## src/rtl/swmf_pkg.sv

```systemverilog
// Package of the sliding window median filter: widths, defaults, state and control types.
package swmf_pkg;

	// Default configuration of the window
	localparam int WINDOW_DEF      = 15;
	localparam int SAMPLE_BITS_DEF = 16;

	// Fixed result field widths
	localparam int MEDIAN_W = 17;
	localparam int USED_W   = 4;

	// Sequencer states
	typedef enum logic [1:0] {
		ST_IDLE,
		ST_SCAN,
		ST_HOLD
	} state_t;

	// Control from the sequencer to the rank selectors
	typedef struct packed {
		logic start;
		logic step;
	} sel_ctrl_t;

endpackage

```

## src/rtl/swmf_in_if.sv

```systemverilog
// Sample channel of the median filter: valid, ready and one signed sample.
interface swmf_in_if #(
	parameter int SAMPLE_BITS = swmf_pkg::SAMPLE_BITS_DEF
);
	logic                          valid;
	logic                          ready;
	logic signed [SAMPLE_BITS-1:0] sample;

	modport source (output valid, output sample, input ready);
	modport sink   (input valid, input sample, output ready);
endinterface

```

## src/rtl/swmf_out_if.sv

```systemverilog
// Result channel of the median filter: valid, ready, doubled median and sample count.
interface swmf_out_if;
	logic                                 valid;
	logic                                 ready;
	logic signed [swmf_pkg::MEDIAN_W-1:0] median_doubled;
	logic        [swmf_pkg::USED_W-1:0]   samples_used;

	modport source (output valid, output median_doubled, output samples_used, input ready);
	modport sink   (input valid, input median_doubled, input samples_used, output ready);
endinterface

```

## src/rtl/sliding_window_median_filter.sv

```systemverilog
// Top level of the sliding window median filter: sequencer, window, two rank selectors, output.
//
//  channel  role    payload                          handshake
//  feed     sink    sample (SAMPLE_BITS, signed)     valid/ready, taken on both high
//  result   source  median_doubled (17, signed),     valid/ready, taken on both high
//                   samples_used (4, unsigned)
//
// An item is handled in order: the sample is taken, the two bit-serial rank selectors walk
// the window MSB first, one sample bit at a time, and then the two middle values are added.
// Reset (arst_n low) marks the window empty, without clearing its rows, and clears the control state at once.
// The output register holds a finished result while the next sample is taken; a stalled
// result only holds the sequencer once a second result is ready to leave.
module sliding_window_median_filter #(
	parameter int WINDOW      = swmf_pkg::WINDOW_DEF,
	parameter int SAMPLE_BITS = swmf_pkg::SAMPLE_BITS_DEF
) (
	input  logic      clk,
	input  logic      arst_n,
	swmf_in_if.sink   feed,
	swmf_out_if.source result
);
	import swmf_pkg::*;

	localparam int CNT_W  = $clog2(WINDOW + 1);
	localparam int BIT_W  = $clog2(SAMPLE_BITS);
	localparam int SUM_W  = SAMPLE_BITS + 1;
	localparam int WIDE_W = (SUM_W > MEDIAN_W) ? SUM_W : MEDIAN_W;
	localparam int USED_X = (CNT_W > USED_W) ? CNT_W : USED_W;

	state_t                   state_q, state_d;
	logic [CNT_W-1:0]         slot_q;
	logic                     filled_q;
	logic [CNT_W-1:0]         count_q;
	logic [BIT_W-1:0]         bit_q;
	logic                     out_valid_q;
	logic signed [MEDIAN_W-1:0] median_q;
	logic [USED_W-1:0]        used_q;

	logic                     take;
	logic                     emit;
	logic                     scan;
	logic [CNT_W-1:0]         slot_inc;
	logic                     wrap;
	logic [CNT_W-1:0]         count_d;
	logic [CNT_W-1:0]         mid;
	logic [CNT_W-1:0]         rank_lo;
	logic [WINDOW-1:0]        msbs;
	logic [WINDOW-1:0]        bits;
	sel_ctrl_t                ctrl;
	logic signed [SAMPLE_BITS-1:0] val_lo, val_hi;
	logic signed [SUM_W-1:0]  sum;
	logic signed [WIDE_W-1:0] sum_wide;
	logic [USED_X-1:0]        used_wide;

	// Handshakes
	assign feed.ready = (state_q == ST_IDLE);
	assign take       = feed.valid && feed.ready;
	assign scan       = (state_q == ST_SCAN);

	// Next slot, fill flag and sample count after this item
	assign slot_inc = slot_q + CNT_W'(1);
	assign wrap     = (slot_inc == CNT_W'(WINDOW));
	assign count_d  = (filled_q || wrap) ? CNT_W'(WINDOW) : slot_inc;
	assign mid      = count_d >> 1;
	assign rank_lo  = count_d[0] ? mid : mid - CNT_W'(1);

	// Next state and outputs
	always_comb begin
		state_d = state_q;
		emit    = 1'b0;
		unique case (state_q)
			ST_IDLE: begin
				if (take) begin
					state_d = ST_SCAN;
				end
			end
			ST_SCAN: begin
				if (bit_q == BIT_W'(SAMPLE_BITS - 1)) begin
					state_d = ST_HOLD;
				end
			end
			ST_HOLD: begin
				if (!out_valid_q || result.ready) begin
					emit    = 1'b1;
					state_d = ST_IDLE;
				end
			end
			default: state_d = ST_IDLE;
		endcase
	end

	// State register
	always_ff @(posedge clk or negedge arst_n) begin
		if (!arst_n) begin
			state_q <= ST_IDLE;
		end else begin
			state_q <= state_d;
		end
	end

	// Advance the write slot and bit counter
	always_ff @(posedge clk or negedge arst_n) begin
		if (!arst_n) begin
			slot_q   <= '0;
			filled_q <= 1'b0;
			count_q  <= '0;
			bit_q    <= '0;
		end else begin
			if (take) begin
				slot_q   <= wrap ? '0 : slot_inc;
				filled_q <= filled_q || wrap;
				count_q  <= count_d;
				bit_q    <= '0;
			end else if (scan) begin
				bit_q <= bit_q + BIT_W'(1);
			end
		end
	end

	// Window and selectors; flip the sign bit so plain bit order sorts signed values
	assign ctrl.start = take;
	assign ctrl.step  = scan;
	assign bits       = msbs ^ {WINDOW{bit_q == '0}};

	swmf_window #(
		.WINDOW     (WINDOW),
		.SAMPLE_BITS(SAMPLE_BITS),
		.CNT_W      (CNT_W)
	) u_window (
		.clk  (clk),
		.load (take),
		.slot (slot_q),
		.data (feed.sample),
		.shift(scan),
		.msbs (msbs)
	);

	swmf_rank_select #(
		.WINDOW     (WINDOW),
		.SAMPLE_BITS(SAMPLE_BITS),
		.CNT_W      (CNT_W)
	) u_sel_lo (
		.clk   (clk),
		.arst_n(arst_n),
		.ctrl  (ctrl),
		.rank  (rank_lo),
		.count (count_d),
		.bits  (bits),
		.value (val_lo)
	);

	swmf_rank_select #(
		.WINDOW     (WINDOW),
		.SAMPLE_BITS(SAMPLE_BITS),
		.CNT_W      (CNT_W)
	) u_sel_hi (
		.clk   (clk),
		.arst_n(arst_n),
		.ctrl  (ctrl),
		.rank  (mid),
		.count (count_d),
		.bits  (bits),
		.value (val_hi)
	);

	// Add the two middle values; an odd count selects the same one twice
	assign sum       = SUM_W'(val_lo) + SUM_W'(val_hi);
	assign sum_wide  = WIDE_W'(sum);
	assign used_wide = USED_X'(count_q);

	// Output register
	always_ff @(posedge clk or negedge arst_n) begin
		if (!arst_n) begin
			out_valid_q <= 1'b0;
		end else if (emit) begin
			out_valid_q <= 1'b1;
		end else if (result.ready) begin
			out_valid_q <= 1'b0;
		end
	end

	always_ff @(posedge clk) begin
		if (emit) begin
			median_q <= sum_wide[MEDIAN_W-1:0];
			used_q   <= used_wide[USED_W-1:0];
		end
	end

	assign result.valid          = out_valid_q;
	assign result.median_doubled = median_q;
	assign result.samples_used   = used_q;

endmodule

```

## src/rtl/swmf_window.sv

```systemverilog
// Sample window held as rotating shift registers that present one bit per row each cycle while shift is high.
module swmf_window #(
	parameter int WINDOW      = swmf_pkg::WINDOW_DEF,
	parameter int SAMPLE_BITS = swmf_pkg::SAMPLE_BITS_DEF,
	parameter int CNT_W       = $clog2(WINDOW + 1)
) (
	input  logic                   clk,
	input  logic                   load,
	input  logic [CNT_W-1:0]       slot,
	input  logic [SAMPLE_BITS-1:0] data,
	input  logic                   shift,
	output logic [WINDOW-1:0]      msbs
);
	import swmf_pkg::*;

	logic [SAMPLE_BITS-1:0] row_q [WINDOW];

	// Load the addressed row, or rotate every row left by one bit
	for (genvar i = 0; i < WINDOW; i++) begin : g_row
		always_ff @(posedge clk) begin
			if (load && slot == CNT_W'(i)) begin
				row_q[i] <= data;
			end else if (shift) begin
				row_q[i] <= {row_q[i][SAMPLE_BITS-2:0], row_q[i][SAMPLE_BITS-1]};
			end
		end
		assign msbs[i] = row_q[i][SAMPLE_BITS-1];
	end

endmodule

```

## src/rtl/swmf_rank_select.sv

```systemverilog
// Bit-serial rank selector: finds the k-th smallest held sample, MSB first.
module swmf_rank_select #(
	parameter int WINDOW      = swmf_pkg::WINDOW_DEF,
	parameter int SAMPLE_BITS = swmf_pkg::SAMPLE_BITS_DEF,
	parameter int CNT_W       = $clog2(WINDOW + 1)
) (
	input  logic                          clk,
	input  logic                          arst_n,
	input  swmf_pkg::sel_ctrl_t           ctrl,
	input  logic [CNT_W-1:0]              rank,
	input  logic [CNT_W-1:0]              count,
	input  logic [WINDOW-1:0]             bits,
	output logic signed [SAMPLE_BITS-1:0] value
);
	import swmf_pkg::*;

	logic [WINDOW-1:0]      cand_q;
	logic [CNT_W-1:0]       rank_q;
	logic [SAMPLE_BITS-1:0] res_q;
	logic [WINDOW-1:0]      cand_init;
	logic [WINDOW-1:0]      zeros;
	logic [CNT_W-1:0]       zero_cnt;
	logic                   pick_one;

	// Only slots below the count take part
	for (genvar i = 0; i < WINDOW; i++) begin : g_init
		assign cand_init[i] = CNT_W'(i) < count;
	end

	// Count candidates with a zero in this bit; the rank decides the result bit
	assign zeros    = cand_q & ~bits;
	assign zero_cnt = CNT_W'($countones(zeros));
	assign pick_one = rank_q >= zero_cnt;

	// Narrow the candidate set and the remaining rank
	always_ff @(posedge clk or negedge arst_n) begin
		if (!arst_n) begin
			cand_q <= '0;
			rank_q <= '0;
		end else if (ctrl.start) begin
			cand_q <= cand_init;
			rank_q <= rank;
		end else if (ctrl.step) begin
			if (pick_one) begin
				cand_q <= cand_q & bits;
				rank_q <= rank_q - zero_cnt;
			end else begin
				cand_q <= zeros;
			end
		end
	end

	// Collect result bits, MSB first
	always_ff @(posedge clk) begin
		if (ctrl.step) begin
			res_q <= {res_q[SAMPLE_BITS-2:0], pick_one};
		end
	end

	// Undo the sign bit offset
	assign value = {~res_q[SAMPLE_BITS-1], res_q[SAMPLE_BITS-2:0]};

endmodule
```

## src/flat_wrapper.sv

```systemverilog
// flat-port wrapper written by rule: the top's interface ports become plain ports
module sliding_window_median_filter_flat import swmf_pkg::*;
#(
	parameter int WINDOW      = swmf_pkg::WINDOW_DEF,
	parameter int SAMPLE_BITS = swmf_pkg::SAMPLE_BITS_DEF
)
  (clk, arst_n, feed_valid, feed_sample, feed_ready, result_valid, result_median_doubled, result_samples_used, result_ready);
  swmf_in_if #(.SAMPLE_BITS(SAMPLE_BITS)) feed_i ();
  swmf_out_if result_i ();
  input  logic clk;
  input  logic arst_n;
  input wire logic [$bits(feed_i.valid)-1:0] feed_valid;
  input wire logic [$bits(feed_i.sample)-1:0] feed_sample;
  output wire logic [$bits(feed_i.ready)-1:0] feed_ready;
  output wire logic [$bits(result_i.valid)-1:0] result_valid;
  output wire logic [$bits(result_i.median_doubled)-1:0] result_median_doubled;
  output wire logic [$bits(result_i.samples_used)-1:0] result_samples_used;
  input wire logic [$bits(result_i.ready)-1:0] result_ready;
  assign feed_i.valid = feed_valid;
  assign feed_i.sample = feed_sample;
  assign feed_ready = feed_i.ready;
  assign result_valid = result_i.valid;
  assign result_median_doubled = result_i.median_doubled;
  assign result_samples_used = result_i.samples_used;
  assign result_i.ready = result_ready;
  sliding_window_median_filter #(.WINDOW(WINDOW), .SAMPLE_BITS(SAMPLE_BITS)) u_core (.clk(clk), .arst_n(arst_n), .feed(feed_i), .result(result_i));
endmodule
```

## config.mk

```make
export PLATFORM = sky130hd
export DESIGN_NAME = sliding_window_median_filter_flat
export DESIGN_NICKNAME = d
export VERILOG_FILES = /design/src/rtl/swmf_pkg.sv /design/src/rtl/swmf_in_if.sv /design/src/rtl/swmf_out_if.sv /design/src/rtl/sliding_window_median_filter.sv /design/src/rtl/swmf_window.sv /design/src/rtl/swmf_rank_select.sv /design/src/flat_wrapper.sv
export SDC_FILE = /design/constraint.sdc
export NUM_CORES = 1
export LEC_CHECK = 0
export ABC_AREA = 1
export BUFFER_PORTS_ARGS = -buffer_cell sky130_fd_sc_hd__buf_2
export CORE_ASPECT_RATIO = 1.4
export CORE_UTILIZATION = 36
export CTS_BUF_LIST = sky130_fd_sc_hd__clkbuf_16
export DETAILED_ROUTE_END_ITERATION = 10
export SLEW_MARGIN = 20
export SYNTH_ARGS = -nofsm -noshare
export SYNTH_HDL_FRONTEND = slang
export SYNTH_SLANG_ARGS = --single-unit
```

## constraint.sdc

```tcl
create_clock -name clk -period 5.4 [get_ports clk]
set_clock_uncertainty 0.15 [all_clocks]
set_input_delay 0.81 -clock clk [delete_from_list [all_inputs] [get_ports clk]]
set_output_delay 0.81 -clock clk [all_outputs]
set_load 0.02 [all_outputs]
```

Word-level counts from Yosys, hierarchy flattened:

Memories as Yosys holds them, arrays and structs flattened.
Index checks and enable logic that the tools add are counted.

* register bits after elaboration: 107
* bits in writable memories: 240
* input bits: 20
* output and inout bits: 23
* word-level logic and storage cells: 240
* memories: 1

* add/sub/neg operators: 34
* $lt $le $gt $ge: 17
* eq/ne operators: 21
* multiplexer cells: 101
* bitwise operators: 23
* reductions and logical operators: 29

Memory list
* u_core.u_window.row_q: words 15, width 16, read ports 15, clocked after memory_dff 0, write ports 15, RTL line swmf_window.sv:16 `logic [SAMPLE_BITS-1:0] row_q [WINDOW];`

Operators by type and width (count)
* $mux 16: 15
* $mux 15: 6
* $mux 1: 65
* $and 15x15->15: 4
* $mux 4: 11
* $eq 4x4->1 const B: 9
* $add 1x1->2: 14
* $lt 4x4->1 const A: 7
* $add 2x2->3: 6
* $add 16x16->17: 1
* $add 3x3->4: 4
* $eq 4x3->1 const B: 4
* $logic_and 1x1->1: 16
* $lt 3x4->1 const A: 4
* $not 15->15: 1
* $or 1x1->1: 15
* $xor 15x15->15: 1
* $add 4x1->4 const B: 2
* $add 4x4->4: 2
* $eq 4x2->1 const B: 2
* $ge 4x4->1: 2
* $logic_not 4->1: 2
* $lt 1x4->1 const A: 2
* $lt 2x4->1 const A: 2
* 17 further kinds: 28

Longest topological paths before layout:

* word-level depth: 12
* gate-level depth with buffers: 31

By module:

A second synthesis with hierarchy kept.

* cell total of the unflattened synthesis: 2032
* area, all modules: 18433.9 µm²

Modules (own cells, without submodules)
* swmf_window: instances 1, cells an instance 1120, area an instance 10971.8 µm²
* sliding_window_median_filter: instances 1, cells an instance 348, area an instance 2682.6 µm²
* swmf_rank_select (u_core.u_sel_hi): instances 1, cells an instance 283, area an instance 2407.3 µm²
* swmf_rank_select (u_core.u_sel_lo): instances 1, cells an instance 281, area an instance 2372.3 µm²

Least setup slack after synthesis:

OpenSTA, ideal clock, no wires.

* path type: reg-to-reg
* start: register u_core.bit_q[0]
* end: register u_core.u_sel_lo.cand_q[0]
* setup time: 0.124 ns
* data arrival time: 5.633 ns
* path slack: -0.507 ns
* cell stages (with the launch flop): 26
* clock period less this slack: 5.907 ns
* cells stage by stage: dfrtp_1 -> inv_1 -> ha_1 -> buf_2 -> nand2_8 -> xor2_1 -> nor2_1 -> fa_1 -> inv_1 -> fa_1 -> fa_1 -> inv_1 -> fa_1 -> fa_1 -> inv_1 -> fa_1 -> fa_1 -> nand3_1 -> nand2_1 -> nor2_2 -> buf_4 -> o21ai_0 -> nand2_1 -> nand2_1 -> nand2_1 -> nand2_1

* cells in the longest elaborated chain, start to end: 12
* elaborated cells between the ends (all ways): 23

Ends and longest elaborated chain
* start, declared: RTL line sliding_window_median_filter.sv:34 `logic [BIT_W-1:0] bit_q;`
* start signal, assigned: RTL line sliding_window_median_filter.sv:115 `bit_q <= bit_q + BIT_W'(1);`
* $logic_not 4->1 *: RTL line sliding_window_median_filter.sv:123 `assign bits = msbs ^ {WINDOW{bit_q == '0}};`
* $xor 15x15->15 *: RTL line sliding_window_median_filter.sv:123
* $not 15->15: RTL line swmf_rank_select.sv:31 `assign zeros = cand_q & ~bits;`
* $and 15x15->15: RTL line swmf_rank_select.sv:31
* $add 1x1->2 (not written as such): RTL line swmf_rank_select.sv:32 `assign zero_cnt = CNT_W'($countones(zeros));`
* $add 2x2->3 (not written as such) or $add 2x1->3 (tied branches): RTL line swmf_rank_select.sv:32
* $add 3x3->4 (not written as such): RTL line swmf_rank_select.sv:32
* $add 4x4->4 (not written as such): RTL line swmf_rank_select.sv:32
* $ge 4x4->1: RTL line swmf_rank_select.sv:33 `assign pick_one = rank_q >= zero_cnt;`
* $mux 15 *: RTL line swmf_rank_select.sv:44 `if (pick_one) begin`
* $mux 15 *: RTL line swmf_rank_select.sv:43 `end else if (ctrl.step) begin`
* $mux 15 *: RTL line swmf_rank_select.sv:40 `end else if (ctrl.start) begin`
* end signal, assigned: RTL line swmf_rank_select.sv:41 `cand_q <= cand_init;`
* end signal, assigned: RTL line swmf_rank_select.sv:45 `cand_q <= cand_q & bits;`
* end signal, assigned: RTL line swmf_rank_select.sv:48 `cand_q <= zeros;`
* end, declared: RTL line swmf_rank_select.sv:17 `logic [WINDOW-1:0] cand_q;`

Every way passes the cells marked *; elsewhere a longest branch is shown, timed or not. The select of a mux whose other input is x is not followed.
A chain may end at the register's enable or synchronous reset.

Worst setup path after layout:

* start: register u_core.bit_q[1]
* end: register u_core.u_sel_lo.res_q[0], data pin

* cells in the longest elaborated chain, start to end: 9
* elaborated cells between the ends (all ways): 19

Ends and longest elaborated chain
* $logic_not 4->1 *: RTL line sliding_window_median_filter.sv:123
* $xor 15x15->15 *: RTL line sliding_window_median_filter.sv:123
* $not 15->15 *: RTL line swmf_rank_select.sv:31
* $and 15x15->15 *: RTL line swmf_rank_select.sv:31
* $add 1x1->2 (not written as such): RTL line swmf_rank_select.sv:32
* $add 2x2->3 (not written as such) or $add 2x1->3 (tied branches): RTL line swmf_rank_select.sv:32
* $add 3x3->4 (not written as such): RTL line swmf_rank_select.sv:32
* $add 4x4->4 (not written as such) *: RTL line swmf_rank_select.sv:32
* $ge 4x4->1 *: RTL line swmf_rank_select.sv:33
* end signal, assigned: RTL line swmf_rank_select.sv:56 `res_q <= {res_q[SAMPLE_BITS-2:0], pick_one};`
* end, declared: RTL line swmf_rank_select.sv:19 `logic [SAMPLE_BITS-1:0] res_q;`

Every way passes the cells marked *; elsewhere a longest branch is shown, timed or not.

==> run metrics <==
Synth Instances=1589; Die Footprint=0.04582 mm²; drt wl/cell=16.95 µm; RSZ-0062 raised after global routing=true; Starting Density=36.63%; CTS Buf Count=36; DR pass1 iterations=5; fill count=4259; Critical Path AT=5.67 ns; RePlAce Congestion=~0.87; CP required=5.56 ns; final setup fails=33; chip height=252.9 µm; syn_area_per_cell=10.19 µm²; CTS sink cnt=347; top area cells in the synthesized netlist=edfxtp_1 54%, nand2_1 16%, dfrtp_1 8.3%; slowest CP cell=fa_1; YS warnings=0; register area share after synthesis=62.71%; most used cell along the critical path=fa_1; Post-DRT Antenna Nets=0; PortBufs=42; Post-synth EDFFs=293; status=finished, violations left; Iter 0 DRT Violations=about 980; core area=around 0.044 mm²; Crit path largest cell delay=about 0.53 ns; worst slew pin tran=1.181 ns; TritonCTS clock tree=yes; worst setup margin=-0.1081 ns; CP Capture Type=flop; Reg clk slew, reported paths=0.06 ns; DP HPWL=around 24000 µm; CP cell instances=inv_2 -> ha_4 -> nand2_8 -> xor2_4 -> nor2_2 -> fa_1 -> inv_1 -> fa_1 -> fa_1 -> inv_1 -> fa_1 -> fa_2 -> inv_2 -> fa_2 -> fa_2 -> nand3_4 -> buf_4 -> nand3b_4 -> buf_4 -> buf_4; gr ovfl total=0; failing checks=setup timing; vias per cell=4.936; nets@finish=1754; vias in the first global route=between 10000 and 15000; fraction of registers with async set/reset=15.56%; setup tns final=-1.462 ns; DRC=0; die span in x=181.2 µm; diode count=0; Synth cell types=40; post-route design area=0.01888 mm²; cell with the most instances after synthesis=nand2_1; area grow syn2layout=16.68%; initial antenna violation count=0; normalized max-slew margin=21.25%; Pins Over Slew Limit=0; largest net degree at the start of global routing=228; crit-path leading delay family=adder cells; Max Cap Violations=0; Tmin final=5.508 ns; crit path max fanout=8; clock latency on the worst-skew pair=0.56 ns; # hold bufs at CTS=0; Top FF cell, synth=edfxtp_1; layout cell share with drive strength beyond 1=14.57%; Top Ports=43; CP Buf/Inv Count=7; Final Cycle Share=102.0%; DR vias=approximately 11000; Cell Area, Synth=approximately 0.016 mm²; non-filler instance count after layout=2260; type of the worst setup path=flop to flop; Total Routed Length=approximately 38000 µm; FP Rows=91; htree depth=2; post-place instance area=0.01740 mm²; worst-case clock buffer depth=3; first-pass GRT wire length=roughly 62000 µm; placed cell count=2177; clk root buf=clkbuf_16; largest area contributor in the netlist=edfxtp_1; synth cell count leaders=690 x nand2_1, 293 x edfxtp_1, 119 x inv_1; Synth top area share=54.36%; Total GRT Usage=between 15 and 20%; Register Area=0.01015 mm²; worst slack at placement=-0.2007 ns; Hold Vio Cnt, Final=0; HP Class=input port to async pin; area occupied by multi-input gates=0.005634 mm²; Worst Setup Start Kind=flop; Mapped Nets=about 1700; Seq cells post-synth=347; Fmax=181.5 MHz
-- sequential cells by signal (all words and copies together), names as in the netlist, 2 cells and up --
signal	cells
u_core.count_q	4
u_core.u_sel_hi.res_q	16
u_core.result.samples_used	4
u_core.result.median_doubled	17
u_core.u_sel_lo.rank_q	4
u_core.slot_q	4
u_core.state_q	2
u_core.u_window.row_q	240
u_core.bit_q	4
u_core.u_sel_hi.cand_q	15
u_core.u_sel_hi.rank_q	4
u_core.u_sel_lo.cand_q	15
u_core.u_sel_lo.res_q	16
-- what timing repair did --
item | 4_1_cts | 5_1_grt
setup endpoints to repair | 38 | 39
pin swaps | 6 | 4
setup buffers | 12 | 2
resized for setup | 27 | 12
gates cloned | 3 | 0
-- stage by stage --
stage / util (%) / hold slack, ns
after CTS: 42.58 / 0.2771
after global routing: 42.74 / 0.3142
after detailed placement: 39.39 / 0.2896
after floorplan: - / 0.2753
final: 42.74 / 0.2573
after global placement: 39.39 / 0.2843
-- layout make-up --
type,instances,area share [%]
timing repair buffer,109,4.141
tap,558,3.697
clock inverter,30,1.279
sequential,347,53.75
multi-input combinational,1053,29.84
clock buffer,36,4.771
inverter,127,2.525
-- cell usage in the layout (no fill, tap or decap), types with 17 or more instances in the layout --
cell	n
nor2_1	35
nand2_1	682
xor2_1	17
buf_2	42
inv_1	121
fa_1	17
dfrtp_1	54
o21ai_0	44
edfxtp_1	293
buf_4	58
clkbuf_16	36
nand3_1	89
a21oi_1	24
ha_1	33
-- final timing paths --
| path | start | endpoint | slack, ns | cells after the start |
|---|---|---|---|---|
| max | u_core.bit_q[1] | u_core.u_sel_lo.res_q[0] | -0.11 | 20 |
| min | arst_n | u_core.u_sel_hi.cand_q[13] | 0.26 | 2 |
| max reg2reg | u_core.bit_q[1] | u_core.u_sel_lo.res_q[0] | -0.11 | 20 |
| min reg2reg | u_core.count_q[3] | u_core.result.samples_used[3] | 0.29 | 0 |
| max in group asynchronous | arst_n | u_core.slot_q[1] | 4.33 | 2 |
| min in group clk | u_core.count_q[3] | u_core.result.samples_used[3] | 0.29 | 0 |
-- logic make-up after synthesis --
logic type	count (synthesis)	synth area share (%)
DFF	347	62.71
and+or+nand+nor	856	21.28
buffers and inverters	192	4.909
xor gates and xnor gates	27	1.670
adders and majority gates	60	5.705
AOI/OAI and AO/OA	107	3.719
-- layer usage --
| layer | vias up | track usage [%] | part of all wire, % |
|---|---|---|---|
| li1 | 5385 | - | - |
| met3 | 80 | 2.373 | 4.0 |
| met5 | - | 0 | 0 |
| met1 | 5433 | 20.62 | 41 |
| met4 | 0 | 8.063 | 4.0 |
| met2 | 258 | 30.05 | 51 |
Power is not shown: default switching activity piles up to over one toggle a cycle in this logic, so the estimate is an artifact.
